**src/esmc_pkg.sv**
```systemverilog
`timescale 1ns / 1ps

package esmc_pkg;

	localparam int FLOORS_DEF = 4;

	// iterative divider size: magnitude of a 17b x 18b product, 18b divisor
	localparam int DIV_NW = 34;
	localparam int DIV_DW = 18;

	localparam logic [15:0] MIN_PERIOD_RST   = 16'd200;
	localparam logic [15:0] MAX_PERIOD_RST   = 16'd2000;
	localparam logic [17:0] ACCEL_RST        = 18'd3200;
	localparam logic [17:0] DECEL_RST        = 18'd3200;
	localparam logic [17:0] SPF_RST          = 18'd61600;
	localparam logic [23:0] DWELL_RST        = 24'd3000000;
	localparam logic [7:0]  BACKOFF_RST      = 8'd100;
	localparam logic [15:0] BACKOFF_PER_RST  = 16'd1000;
	localparam logic [15:0] HOMING_PER_RST   = 16'd2000;

	typedef enum logic [1:0] {
		MODE_BUTTON,
		MODE_REQUEST,
		MODE_TICK,
		MODE_NOP
	} mode_t;

	typedef enum logic [2:0] {
		REG_MIN_PERIOD,
		REG_MAX_PERIOD,
		REG_ACCEL,
		REG_DECEL,
		REG_SPF,
		REG_DWELL,
		REG_BACKOFF,
		REG_BACKOFF_PER
	} cfg_reg_t;

	// countdown load: a period of P waits P ticks, zero acts as one
	function automatic logic [15:0] load_period(logic [15:0] p);
		return (p == 16'd0) ? 16'd0 : p - 16'd1;
	endfunction

endpackage

```
**src/elevator_stepper_motion_controller.sv**
```systemverilog
`timescale 1ns / 1ps

// Elevator scheduler and stepper controller.
// Input channel (in_valid/in_stall): mode, floor, bottom_limit, driver_fault.
// Mode 0 is a button, 1 an external request, 2 a one-microsecond tick that
// samples the limit switch and driver fault, 3 does nothing but still answers.
// Every input beat gives exactly one result beat (out_valid/out_stall) with
// step_pulse, direction, floor and target, heading and status flags.
// Sequence: a taken beat is evaluated in EXEC and its result is loaded in DONE;
// the next beat can be taken once the sequencer is back in IDLE. A tick that issues
// a move step on a ramp runs a multiply and the shared restoring divider before
// DONE; a full-speed step skips the divider.
// One beat is in work at a time; in_stall stays high until its result sits
// in the output register, and a stalled result blocks only the next result.
// Configuration: cfg_valid/cfg_ready with cfg_index and cfg_data, taken when
// no beat is in work. A nonzero write of steps_per_floor recomputes the
// step-in-floor count with the same divider (cfg_ready low until it is done).
// Reset: registers at their defaults, phase homing descent, no result held.
module elevator_stepper_motion_controller #(
	parameter int FLOORS = esmc_pkg::FLOORS_DEF
) (
	input  logic        clk,
	input  logic        arst_n,
	input  logic        in_valid,
	output logic        in_stall,
	input  logic [1:0]  mode,
	input  logic [1:0]  floor,
	input  logic        bottom_limit,
	input  logic        driver_fault,
	output logic        out_valid,
	input  logic        out_stall,
	output logic        step_pulse,
	output logic        direction_down,
	output logic [1:0]  floor_now,
	output logic [1:0]  goal_floor,
	output logic        target_valid,
	output logic        heading_up,
	output logic        homing,
	output logic        pos_unknown,
	output logic        moving,
	input  logic        cfg_valid,
	output logic        cfg_ready,
	input  logic [2:0]  cfg_index,
	input  logic [23:0] cfg_data
);

	localparam int FW  = $clog2(FLOORS);
	localparam int MTW = FW + 18;
	localparam int CW  = MTW + 2;
	localparam int NW  = esmc_pkg::DIV_NW;
	localparam int DW  = esmc_pkg::DIV_DW;
	localparam logic [FW:0] NONE = (FW+1)'(FLOORS);

	typedef enum logic [2:0] {
		PH_HOME_DOWN,
		PH_HOME_BACK,
		PH_IDLE,
		PH_MOVE,
		PH_DWELL_MID,
		PH_DWELL_END
	} ph_t;

	typedef enum logic [2:0] {
		S_IDLE,
		S_EXEC,
		S_MUL,
		S_DIVGO,
		S_DIV,
		S_DONE,
		S_MODGO,
		S_MOD
	} seq_t;

	seq_t seq_q;

	// configuration
	logic [15:0] min_q, max_q, bper_q;
	logic [17:0] acc_q, dec_q, spf_q;
	logic [23:0] dwell_q;
	logic [7:0]  bsteps_q;

	// item
	esmc_pkg::mode_t mode_q;
	logic [1:0] floor_q;
	logic       lim_q, flt_q;

	// controller state
	ph_t              phase_q;
	logic [FW-1:0]    car_q, tgt_q, dest_q;
	logic             up_q, tv_q, lost_q, dir_q, gd_q, open_q, pulse_q;
	logic [FLOORS-1:0] upr_q, dnr_q;
	logic [MTW-1:0]   si_q, mt_q;
	logic [17:0]      fs_q;
	logic [15:0]      pc_q, hp_q;
	logic [23:0]      dw_q;
	logic [7:0]       bc_q;

	// ramp arithmetic
	logic signed [35:0] prod_q;
	logic               dsel_q;

	// result register
	logic       out_valid_q, step_pulse_q, direction_down_q, target_valid_q;
	logic       heading_up_q, homing_q, pos_unknown_q, moving_q;
	logic [1:0] floor_now_q, goal_floor_q;

	// next-state of one item
	ph_t              n_ph;
	logic [FW-1:0]    n_car, n_tgt, n_dest, bfl, fi, gap;
	logic             n_up, n_tv, n_lost, n_dir, n_gd, n_open, n_pulse;
	logic [FLOORS-1:0] n_upr, n_dnr;
	logic [MTW-1:0]   n_si, n_mt;
	logic [17:0]      n_fs;
	logic [15:0]      n_pc, n_hp;
	logic [23:0]      n_dw;
	logic [7:0]       n_bc;
	logic             need_ramp, do_move, do_idle, do_begin, back, stop, bdown, f_ok;
	logic [FW:0]      sa, sb;
	logic [4:0]       fx, cx;

	// divider hookup
	logic          div_start, div_done;
	logic [NW-1:0] div_num, div_quo;
	logic [DW-1:0] div_den, div_rem;

	// ramp helpers
	logic signed [16:0] span;
	logic               in_accel, in_decel;
	logic [17:0]        fac_acc, fac_dec;
	logic signed [35:0] prod_neg;
	logic signed [17:0] sq, pval;

	function automatic logic [FW:0] scan_above(logic [FLOORS-1:0] fl, logic [FW-1:0] car);
		logic [FW:0] r;
		r = NONE;
		for (int i = FLOORS - 1; i >= 0; i--) begin
			if (fl[i] && ((FW+1)'(i) > {1'b0, car})) r = (FW+1)'(i);
		end
		return r;
	endfunction

	function automatic logic [FW:0] scan_below(logic [FLOORS-1:0] fl, logic [FW-1:0] car);
		logic [FW:0] r;
		r = NONE;
		for (int i = 0; i < FLOORS; i++) begin
			if (fl[i] && ((FW+1)'(i) < {1'b0, car})) r = (FW+1)'(i);
		end
		return r;
	endfunction

	assign fx   = 5'(floor_q);
	assign cx   = 5'(car_q);
	assign f_ok = fx < 5'(FLOORS);
	assign fi   = FW'(floor_q);

	always_comb begin
		n_car = car_q;   n_tgt = tgt_q;   n_dest = dest_q;  n_up = up_q;
		n_tv = tv_q;     n_lost = lost_q; n_dir = dir_q;    n_gd = gd_q;
		n_open = open_q; n_upr = upr_q;   n_dnr = dnr_q;    n_ph = phase_q;
		n_si = si_q;     n_mt = mt_q;     n_fs = fs_q;      n_pc = pc_q;
		n_hp = hp_q;     n_dw = dw_q;     n_bc = bc_q;
		n_pulse = 1'b0;  need_ramp = 1'b0; do_move = 1'b0; do_idle = 1'b0;
		do_begin = 1'b0; back = 1'b0;     stop = 1'b0;     bdown = 1'b0;
		bfl = '0;        gap = '0;
		sa = NONE;       sb = NONE;

		case (mode_q)
			esmc_pkg::MODE_BUTTON: begin
				if (f_ok) begin
					if (fx < cx) n_dnr[fi] = 1'b1;
					else n_upr[fi] = 1'b1;
				end
			end
			esmc_pkg::MODE_REQUEST: begin
				if (f_ok && fx != cx) begin
					n_up  = fx > cx;
					n_tgt = fi;
					n_tv  = 1'b1;
					if (n_up) n_upr[fi] = 1'b1;
					else n_dnr[fi] = 1'b1;
				end
			end
			esmc_pkg::MODE_TICK: begin
				case (phase_q) inside
					PH_HOME_DOWN, PH_HOME_BACK: begin
						if (pc_q != 16'd0) begin
							n_pc = pc_q - 16'd1;
						end else begin
							if (phase_q == PH_HOME_DOWN) begin
								if (!lim_q) begin
									n_dir   = 1'b1;
									n_pulse = 1'b1;
									n_si    = MTW'(1);
									n_fs    = (spf_q == 18'd1) ? 18'd0 : 18'd1;
									n_pc    = esmc_pkg::load_period(hp_q);
									if (hp_q > min_q)
										n_hp = (hp_q - min_q >= 16'd2) ? hp_q - 16'd2 : min_q;
								end else begin
									n_car = '0;
									if (si_q == '0) begin
										n_lost = 1'b0;
										n_ph   = PH_IDLE;
									end else begin
										n_ph  = PH_HOME_BACK;
										n_bc  = 8'd0;
										n_dir = 1'b0;
										back  = 1'b1;
									end
								end
							end else begin
								back = 1'b1;
							end
							if (back) begin
								if (n_bc < bsteps_q) begin
									n_dir   = 1'b0;
									n_pulse = 1'b1;
									n_bc    = n_bc + 8'd1;
									n_pc    = esmc_pkg::load_period(bper_q);
								end else begin
									n_car  = '0;
									n_lost = 1'b0;
									n_upr  = '0;
									n_dnr  = '0;
									n_ph   = PH_IDLE;
								end
							end
						end
					end
					PH_MOVE: do_move = 1'b1;
					PH_DWELL_MID, PH_DWELL_END: begin
						if (dw_q != 24'd0) n_dw = dw_q - 24'd1;
						if (n_dw == 24'd0) begin
							if (phase_q == PH_DWELL_MID) begin
								n_ph    = PH_MOVE;
								do_move = 1'b1;
							end else begin
								n_ph    = PH_IDLE;
								do_idle = 1'b1;
							end
						end
					end
					default: do_idle = 1'b1;
				endcase
			end
			default: ;
		endcase

		if (do_idle) begin
			if (lost_q) begin
				n_ph = PH_HOME_DOWN;
				n_si = '0;
				n_fs = 18'd0;
				n_pc = 16'd0;
				n_bc = 8'd0;
				n_hp = max_q;
			end else begin
				if (flt_q) n_lost = 1'b1;
				sa = scan_above(n_upr | n_dnr, n_car);
				sb = scan_below(n_upr | n_dnr, n_car);
				if (n_up) begin
					if (sa != NONE) begin
						do_begin = 1'b1;
						bfl      = sa[FW-1:0];
					end else if (sb != NONE) begin
						n_up = 1'b0;
					end
				end else begin
					if (sb != NONE) begin
						do_begin = 1'b1;
						bfl      = sb[FW-1:0];
					end else if (sa != NONE) begin
						n_up = 1'b1;
					end
				end
			end
		end

		if (do_begin) begin
			n_tgt = bfl;
			n_tv  = 1'b1;
			bdown = !(bfl > n_car);
			gap   = bdown ? n_car - bfl : bfl - n_car;
			if (!n_lost) begin
				if (bdown && lim_q) begin
					n_car      = '0;
					n_upr[bfl] = 1'b0;
					n_dnr[bfl] = 1'b0;
				end else begin
					n_mt    = MTW'(gap) * MTW'(spf_q);
					n_dest  = bfl;
					n_gd    = bdown;
					n_dir   = bdown;
					n_si    = '0;
					n_fs    = 18'd0;
					n_pc    = 16'd0;
					n_open  = 1'b0;
					n_ph    = PH_MOVE;
					do_move = 1'b1;
				end
			end
		end

		if (do_move) begin
			if (n_pc != 16'd0) begin
				n_pc = n_pc - 16'd1;
			end else begin
				if (n_open) begin
					n_open = 1'b0;
					n_si   = n_si + MTW'(1);
					if (spf_q != 18'd0) begin
						// n_fs tracks step_index modulo steps_per_floor
						if ({1'b0, n_fs} + 19'd1 == {1'b0, spf_q}) begin
							n_fs = 18'd0;
							if (n_gd) begin
								if (n_car != '0) n_car = n_car - FW'(1);
							end else if (5'(n_car) + 5'd1 < 5'(FLOORS)) begin
								n_car = n_car + FW'(1);
							end
							if (n_si < n_mt && (n_upr[n_car] || n_dnr[n_car])) begin
								n_upr[n_car] = 1'b0;
								n_dnr[n_car] = 1'b0;
								n_ph = PH_DWELL_MID;
								n_dw = dwell_q;
								stop = 1'b1;
							end
						end else begin
							n_fs = n_fs + 18'd1;
						end
					end
				end
				if (!stop) begin
					if (n_si >= n_mt) begin
						n_car         = n_dest;
						n_upr[n_dest] = 1'b0;
						n_dnr[n_dest] = 1'b0;
						n_ph          = PH_DWELL_END;
						n_dw          = dwell_q;
					end else if (flt_q) begin
						n_lost = 1'b1;
						n_ph   = PH_IDLE;
					end else if (n_gd && lim_q) begin
						n_car         = '0;
						n_upr[n_dest] = 1'b0;
						n_dnr[n_dest] = 1'b0;
						n_ph          = PH_IDLE;
					end else begin
						n_pulse   = 1'b1;
						n_open    = 1'b1;
						need_ramp = 1'b1;
					end
				end
			end
		end
	end

	// trapezoid: select ramp segment from the step count already advanced
	assign span     = $signed({1'b0, max_q}) - $signed({1'b0, min_q});
	assign in_accel = CW'(si_q) < CW'(acc_q);
	assign in_decel = CW'(si_q) + CW'(dec_q) > CW'(mt_q);
	assign fac_acc  = 18'(si_q);
	assign fac_dec  = dec_q - 18'(mt_q - si_q);
	assign prod_neg = -prod_q;

	assign div_start = (seq_q == S_DIVGO) || (seq_q == S_MODGO);
	assign div_num   = (seq_q == S_MODGO) ? NW'(si_q)
	                 : (prod_q[35] ? prod_neg[NW-1:0] : prod_q[NW-1:0]);
	assign div_den   = (seq_q == S_MODGO) ? spf_q : (dsel_q ? dec_q : acc_q);

	assign sq   = prod_q[35] ? -$signed({1'b0, div_quo[16:0]}) : $signed({1'b0, div_quo[16:0]});
	assign pval = dsel_q ? $signed({2'b0, min_q}) + sq : $signed({2'b0, max_q}) - sq;

	esmc_div #(.NW(NW), .DW(DW)) u_div (
		.clk   (clk),
		.arst_n(arst_n),
		.start (div_start),
		.num   (div_num),
		.den   (div_den),
		.done  (div_done),
		.quo   (div_quo),
		.rem   (div_rem)
	);

	always_ff @(posedge clk or negedge arst_n) begin
		if (!arst_n) begin
			seq_q    <= S_IDLE;
			min_q    <= esmc_pkg::MIN_PERIOD_RST;
			max_q    <= esmc_pkg::MAX_PERIOD_RST;
			acc_q    <= esmc_pkg::ACCEL_RST;
			dec_q    <= esmc_pkg::DECEL_RST;
			spf_q    <= esmc_pkg::SPF_RST;
			dwell_q  <= esmc_pkg::DWELL_RST;
			bsteps_q <= esmc_pkg::BACKOFF_RST;
			bper_q   <= esmc_pkg::BACKOFF_PER_RST;
			phase_q  <= PH_HOME_DOWN;
			car_q    <= '0;
			tgt_q    <= '0;
			dest_q   <= '0;
			up_q     <= 1'b1;
			tv_q     <= 1'b0;
			lost_q   <= 1'b0;
			dir_q    <= 1'b0;
			gd_q     <= 1'b0;
			open_q   <= 1'b0;
			pulse_q  <= 1'b0;
			upr_q    <= '0;
			dnr_q    <= '0;
			si_q     <= '0;
			mt_q     <= '0;
			fs_q     <= 18'd0;
			pc_q     <= 16'd0;
			hp_q     <= esmc_pkg::HOMING_PER_RST;
			dw_q     <= 24'd0;
			bc_q     <= 8'd0;
			out_valid_q <= 1'b0;
		end else begin
			// S_DONE reloads the result register itself
			if (out_valid_q && !out_stall && seq_q != S_DONE) out_valid_q <= 1'b0;

			unique case (seq_q)
				S_IDLE: begin
					if (cfg_valid) begin
						unique case (cfg_index)
							esmc_pkg::REG_MIN_PERIOD:  min_q    <= cfg_data[15:0];
							esmc_pkg::REG_MAX_PERIOD:  max_q    <= cfg_data[15:0];
							esmc_pkg::REG_ACCEL:       acc_q    <= cfg_data[17:0];
							esmc_pkg::REG_DECEL:       dec_q    <= cfg_data[17:0];
							esmc_pkg::REG_SPF: begin
								spf_q <= cfg_data[17:0];
								if (cfg_data[17:0] != 18'd0) seq_q <= S_MODGO;
							end
							esmc_pkg::REG_DWELL:       dwell_q  <= cfg_data;
							esmc_pkg::REG_BACKOFF:     bsteps_q <= cfg_data[7:0];
							esmc_pkg::REG_BACKOFF_PER: bper_q   <= cfg_data[15:0];
						endcase
					end else if (in_valid) begin
						mode_q  <= esmc_pkg::mode_t'(mode);
						floor_q <= floor;
						lim_q   <= bottom_limit;
						flt_q   <= driver_fault;
						seq_q   <= S_EXEC;
					end
				end
				S_EXEC: begin
					phase_q <= n_ph;   car_q <= n_car;   tgt_q <= n_tgt;  dest_q <= n_dest;
					up_q <= n_up;      tv_q <= n_tv;     lost_q <= n_lost; dir_q <= n_dir;
					gd_q <= n_gd;      open_q <= n_open; pulse_q <= n_pulse;
					upr_q <= n_upr;    dnr_q <= n_dnr;   si_q <= n_si;    mt_q <= n_mt;
					fs_q <= n_fs;      pc_q <= n_pc;     hp_q <= n_hp;    dw_q <= n_dw;
					bc_q <= n_bc;
					seq_q <= need_ramp ? S_MUL : S_DONE;
				end
				S_MUL: begin
					if (in_accel) begin
						prod_q <= span * $signed({1'b0, fac_acc});
						dsel_q <= 1'b0;
						seq_q  <= S_DIVGO;
					end else if (in_decel) begin
						prod_q <= span * $signed({1'b0, fac_dec});
						dsel_q <= 1'b1;
						seq_q  <= S_DIVGO;
					end else begin
						pc_q  <= esmc_pkg::load_period(min_q);
						seq_q <= S_DONE;
					end
				end
				S_DIVGO: seq_q <= S_DIV;
				S_DIV: begin
					if (div_done) begin
						pc_q  <= esmc_pkg::load_period(pval[15:0]);
						seq_q <= S_DONE;
					end
				end
				S_DONE: begin
					if (!out_valid_q || !out_stall) begin
						out_valid_q      <= 1'b1;
						step_pulse_q     <= pulse_q;
						direction_down_q <= dir_q;
						floor_now_q      <= 2'(car_q);
						goal_floor_q     <= 2'(tgt_q);
						target_valid_q   <= tv_q;
						heading_up_q     <= up_q;
						homing_q         <= (phase_q == PH_HOME_DOWN) || (phase_q == PH_HOME_BACK);
						pos_unknown_q    <= lost_q;
						moving_q         <= (phase_q == PH_MOVE) || (phase_q == PH_DWELL_MID)
						                    || (phase_q == PH_DWELL_END);
						seq_q            <= S_IDLE;
					end
				end
				S_MODGO: seq_q <= S_MOD;
				S_MOD: begin
					if (div_done) begin
						fs_q  <= div_rem;
						seq_q <= S_IDLE;
					end
				end
			endcase
		end
	end

	assign in_stall       = (seq_q != S_IDLE) || cfg_valid;
	assign cfg_ready      = seq_q == S_IDLE;
	assign out_valid      = out_valid_q;
	assign step_pulse     = step_pulse_q;
	assign direction_down = direction_down_q;
	assign floor_now      = floor_now_q;
	assign goal_floor     = goal_floor_q;
	assign target_valid   = target_valid_q;
	assign heading_up     = heading_up_q;
	assign homing         = homing_q;
	assign pos_unknown    = pos_unknown_q;
	assign moving         = moving_q;

`ifndef NO_ASSERTIONS
	a_div_owned: assert property (@(posedge clk) disable iff (!arst_n)
		div_done |-> (seq_q == S_DIV || seq_q == S_MOD))
		else $error("divider finished with no consumer");

	a_floor_count: assert property (@(posedge clk) disable iff (!arst_n)
		(seq_q == S_IDLE && spf_q != 18'd0) |-> fs_q < spf_q)
		else $error("step-in-floor count out of range");

	a_pulse_tick: assert property (@(posedge clk) disable iff (!arst_n)
		(seq_q == S_DONE && pulse_q) |-> mode_q == esmc_pkg::MODE_TICK)
		else $error("step pulse on a non-tick beat");

	a_status_excl: assert property (@(posedge clk) disable iff (!arst_n)
		out_valid_q |-> !(homing_q && moving_q))
		else $error("homing and moving both reported");

	a_ramp_step: assert property (@(posedge clk) disable iff (!arst_n)
		(seq_q == S_EXEC && need_ramp) |=> (phase_q == PH_MOVE && open_q))
		else $error("ramped step without an open move step");
`endif

endmodule

```
**src/esmc_div.sv**
```systemverilog
`timescale 1ns / 1ps

module esmc_div #(
	parameter int NW = esmc_pkg::DIV_NW,
	parameter int DW = esmc_pkg::DIV_DW
) (
	input  logic          clk,
	input  logic          arst_n,
	input  logic          start,
	input  logic [NW-1:0] num,
	input  logic [DW-1:0] den,
	output logic          done,
	output logic [NW-1:0] quo,
	output logic [DW-1:0] rem
);

	localparam int CW = $clog2(NW + 1);

	logic [NW-1:0] quo_q;
	logic [DW-1:0] rem_q;
	logic [DW-1:0] den_q;
	logic [CW-1:0] cnt_q;
	logic          busy_q;
	logic          done_q;
	logic [DW:0]   shifted;
	logic          fits;

	assign shifted = {rem_q, quo_q[NW-1]};
	assign fits    = shifted >= {1'b0, den_q};

	always_ff @(posedge clk or negedge arst_n) begin
		if (!arst_n) begin
			busy_q <= 1'b0;
			done_q <= 1'b0;
			cnt_q  <= '0;
		end else begin
			done_q <= 1'b0;
			if (start) begin
				quo_q  <= num;
				rem_q  <= '0;
				den_q  <= den;
				cnt_q  <= CW'(NW);
				busy_q <= 1'b1;
			end else if (busy_q) begin
				// one restoring step per cycle
				rem_q <= fits ? DW'(shifted - {1'b0, den_q}) : shifted[DW-1:0];
				quo_q <= {quo_q[NW-2:0], fits};
				cnt_q <= cnt_q - 1'b1;
				if (cnt_q == CW'(1)) begin
					busy_q <= 1'b0;
					done_q <= 1'b1;
				end
			end
		end
	end

	assign done = done_q;
	assign quo  = quo_q;
	assign rem  = rem_q;

endmodule
```
**config.mk**
```make
export PLATFORM = sky130hd
export DESIGN_NAME = elevator_stepper_motion_controller
export DESIGN_NICKNAME = d
export VERILOG_FILES = /design/src/esmc_pkg.sv /design/src/elevator_stepper_motion_controller.sv /design/src/esmc_div.sv
export SDC_FILE = /design/constraint.sdc
export NUM_CORES = 2
export LEC_CHECK = 0
export ABC_CLOCK_PERIOD_IN_PS = 12010
export BUFFER_PORTS_ARGS = -buffer_cell sky130_fd_sc_hd__buf_4
export CAP_MARGIN = 20
export CORE_UTILIZATION = 25
export DETAILED_ROUTE_END_ITERATION = 12
export SYNTH_ARGS = -nofsm -noshare
export SYNTH_HDL_FRONTEND = slang
export SYNTH_SLANG_ARGS = --single-unit
```
**constraint.sdc**
```tcl
create_clock -name clk -period 12.01 [get_ports clk]
set_clock_uncertainty 0.05 [all_clocks]
set_input_delay 1.8015 -clock clk [delete_from_list [all_inputs] [get_ports clk]]
set_output_delay 1.8015 -clock clk [all_outputs]
set_load 0.02 [all_outputs]
```
==> flow_summary.yaml <==
routing:
  avgViaCountPerCell: 5.095
  vias: 46800
  drc: 0
  drt-total-wl_mm: 189.5
  ant_nets: 0
  wl_per_cell_um: 20.63
  drtPass1Iterations: 6
  first_iter_violations: 4315
synth:
  synth_top_area_share_pct: 18.69
  ys_ff_latch: 415
  yosys.area_share.simple_pct: 17.87
  synthTopCellsByArea: "fa_1 (19%), ha_1 (12%), dfrtp_1 (11%)"
  ys_warn_count: 0
  synthTopCellsByCount: "inv_1 (843), nand2_1 (790), nor2_1 (519), fa_1 (502), ha_1 (496)"
  synth_xor_area_share_pct: 5.197
  synth_compound_area_share_pct: 14.78
  synth_top_family_by_area: "adder cells"
  syn_avg_cell_area_um2: 8.466
  syn_nets: 7386
  async_flop_share_pct: 70.36
  synth-adder-area-share_pct: 30.24
  ys_seq_area_share_pct: 20.57
  synth.most_common_cell: "inv_1"
  synth.cell_area_um2: 53760
  synthDistinctLibCells: 112
  synthFlopType: "dfrtp_1"
  yosys.area.top_type: "fa_1"
  synthCells: 6350
  muxShareOfSynthArea_pct: 3.275
  synth_edf_count: 123
floorplan:
  die_area_um2: 216900
  die_w_um: 465.7
  rows: 169
  start_util_pct: 25.25
  die_h_um: 465.7
  ios: 52
  core_um2: 212900
cells_and_area:
  drive_gt1_share_pct: 8.492
  fin_area_um2: 59790
  fin_nets: 7351
  syn_to_final_growth_pct: 11.21
  finalNonFillerCells: 9184
global_routing:
  grt_overflow_total: 0
  grt_max_degree: 81
  first_global_vias: 46410
  use_met1_pct: 24.46
  busiest_layer: "met2"
  grtUsageTotal_pct: 17.34
  antenna_found_initial: 13
  grt_pass1_wl_mm: 290.6
  met3_usage_pct: 2.331
  grtUsageMet2_pct: 27.20
sta:
  fmax_ghz: 0.08892
  finalMaxSlewViolations: 0
  setup_violations: 0
  timing.slew.headroom_pct: 23.07
  period_needed_ps: 11250
  hold_viol_final: 0
  worst_pin_slew_ps: 1151
  period_share_pct: 93.64
cts:
  clockBufferDepth: 3
  cts_buffers: 52
  ctsHtreeMaxLevel: 2
  cts-root-buf: "clkbuf_16"
  path_clk_slew_ps: 60
  cts_tree: "yes"
  clock_latency_ps: 690
  cts_hold_buf: 0
  clock-sinks: 415
power_and_ir_drop:
  p_leak_uw: 0.02737
  irDropWorstVdd_v: 0.00009963
  cellPowerDensity_nw_per_um2: 54.21
critical_path:
  worstPathMaxFanout: 6
  slowest_stage: "fa_1"
  end_kind: "flip-flop"
  slowest_delay_ps: 560
  critPathRequiredTime_ps: 12350
  cp-start-kind: "flip-flop"
  critPathMostFrequentCell: "fa_1"
  path_class: "flip-flop to flip-flop"
  critPathArrivalTime_ps: 11590
placement:
  dp.final_hpwl_mm: 144.3
  placed_cells: 9075
  io_buffers: 51
  gp_congestion: 0.9440
  place_area_um2: 57840
outcome:
  status: "finished, final reports clean"
job:
  drv_cap: 0
hold_path:
  hp-class: "flip-flop to flip-flop"
## per-layer routing
layer  up-vias  share of wire, %
li1      21240                 -
met1     23430                44
met2      1800                44
met3       325               7.9
met4         2               3.5
met5         -            0.0037
## repair_timing
item | 4_1_cts | 5_1_grt
endpoints found under the hold margin | 0 | 0
buffers inserted | 0 | 6
resized for setup | 0 | 16
endpoints found under the setup margin | 0 | 47
## stage by stage
stage | hold slack [ps] | TNS, ps | util (%) | setup WS (ps) | power (uW)
after floorplan | 367.4 | 0 | - | 1399 | 1509
after global placement | 378.5 | 0 | 27.15 | 494.3 | 1578
after detailed placement | 385.5 | 0 | 27.16 | 323.3 | 1579
after CTS | 408.1 | 0 | 28.01 | 362.3 | 3283
after global routing | 418.4 | -2.209 | 28.07 | -2.209 | 3335
final | 403.0 | 0 | 28.08 | 764.4 | 3241
## where the power goes
group | total (uW) | internal [uW] | switching [uW] | leakage (uW)
Sequential | 1460 | 1460 | 5.56 | 0.00487
Combinational | 90.4 | 21.5 | 68.8 | 0.0216
Clock | 1690 | 938 | 752 | 0.000850
Total | 3240 | 2410 | 827 | 0.0274
## worst paths after layout
| check | start | to | slack (ps) | cells past startpoint |
|---|---|---|---|---|
| max | dec_q[1] | prod_q[32] | 760 | 41 |
| min | tgt_q[1] | goal_floor[1] | 400 | 0 |
| max reg2reg | dec_q[1] | prod_q[32] | 760 | 41 |
| min reg2reg | tgt_q[1] | goal_floor[1] | 400 | 0 |
| max in group asynchronous | arst_n | min_q[10] | 8800 | 3 |
| min in group asynchronous | arst_n | fs_q[17] | 1100 | 1 |
## state kept, by name (all words and copies together) (netlist names), 4 cells and up
name,flops
prod_q,35
acc_q,18
dw_q,24
dec_q,18
mt_q,20
upr_q,4
dwell_q,24
min_q,16
u_div.quo,34
fs_q,18
si_q,20
hp_q,16
spf_q,18
u_div.rem,18
u_div.cnt_q,6
bper_q,16
bsteps_q,8
u_div.den_q,18
dnr_q,4
bc_q,8
max_q,16
pc_q,16
## worst max-delay path, delay by kind of cell (launching register included)
family,cells,cell delay (ps)
adder cells (fa/ha/maj),9,4490
AO/OA/AOI/OAI,20,4360
buffers and inverters,6,550
XOR/XNOR,2,500
AND/OR/NAND/NOR,3,470
flip-flops,1,430
multiplexers,1,80
## logic make-up (layout without fill, tap and decap cells)
| group | count (synthesis) | count (layout) |
|---|---|---|
| xor gates and xnor gates | 319 | 319 |
| muxes | 164 | 164 |
| AOI/OAI and AO/OA | 1245 | 1245 |
| and+or+nand+nor | 2065 | 2065 |
| DFF | 415 | 415 |
| buffers and inverters | 1144 | 1153 |
| other | 0 | 4 |
| adders and majority gates | 998 | 998 |
## cell type report
cell class,instances,area [um2]
multi-input combinational,4791,38650
clock inverter,35,395.4
sequential,415,11060
antenna,4,10.01
clock buffer,63,1404
timing repair buffer,199,1516
inverter,856,3217
fill,22700,153100
tap,2821,3530
## placed cells by master (no fill, tap or decap), types with 48 or more instances in the layout
| cell type | count |
|---|---|
| inv_1 | 842 |
| nand2_1 | 790 |
| nor2_1 | 513 |
| fa_1 | 502 |
| ha_1 | 496 |
| o21ai_0 | 365 |
| a21oi_1 | 293 |
| dfrtp_1 | 244 |
| xnor2_1 | 199 |
| buf_4 | 195 |
| and2_1 | 132 |
| edfxtp_1 | 123 |
| nor3_1 | 115 |
| xor2_1 | 106 |
| nand3_1 | 101 |
| mux2_2 | 93 |
| a21o_1 | 72 |
| mux2i_1 | 69 |
| nand2b_1 | 55 |
| nor2b_1 | 54 |
| clkbuf_16 | 53 |
| nand4_1 | 50 |
| or3_1 | 50 |
| nor4_1 | 48 |
Power figures use the tool's default switching activity.
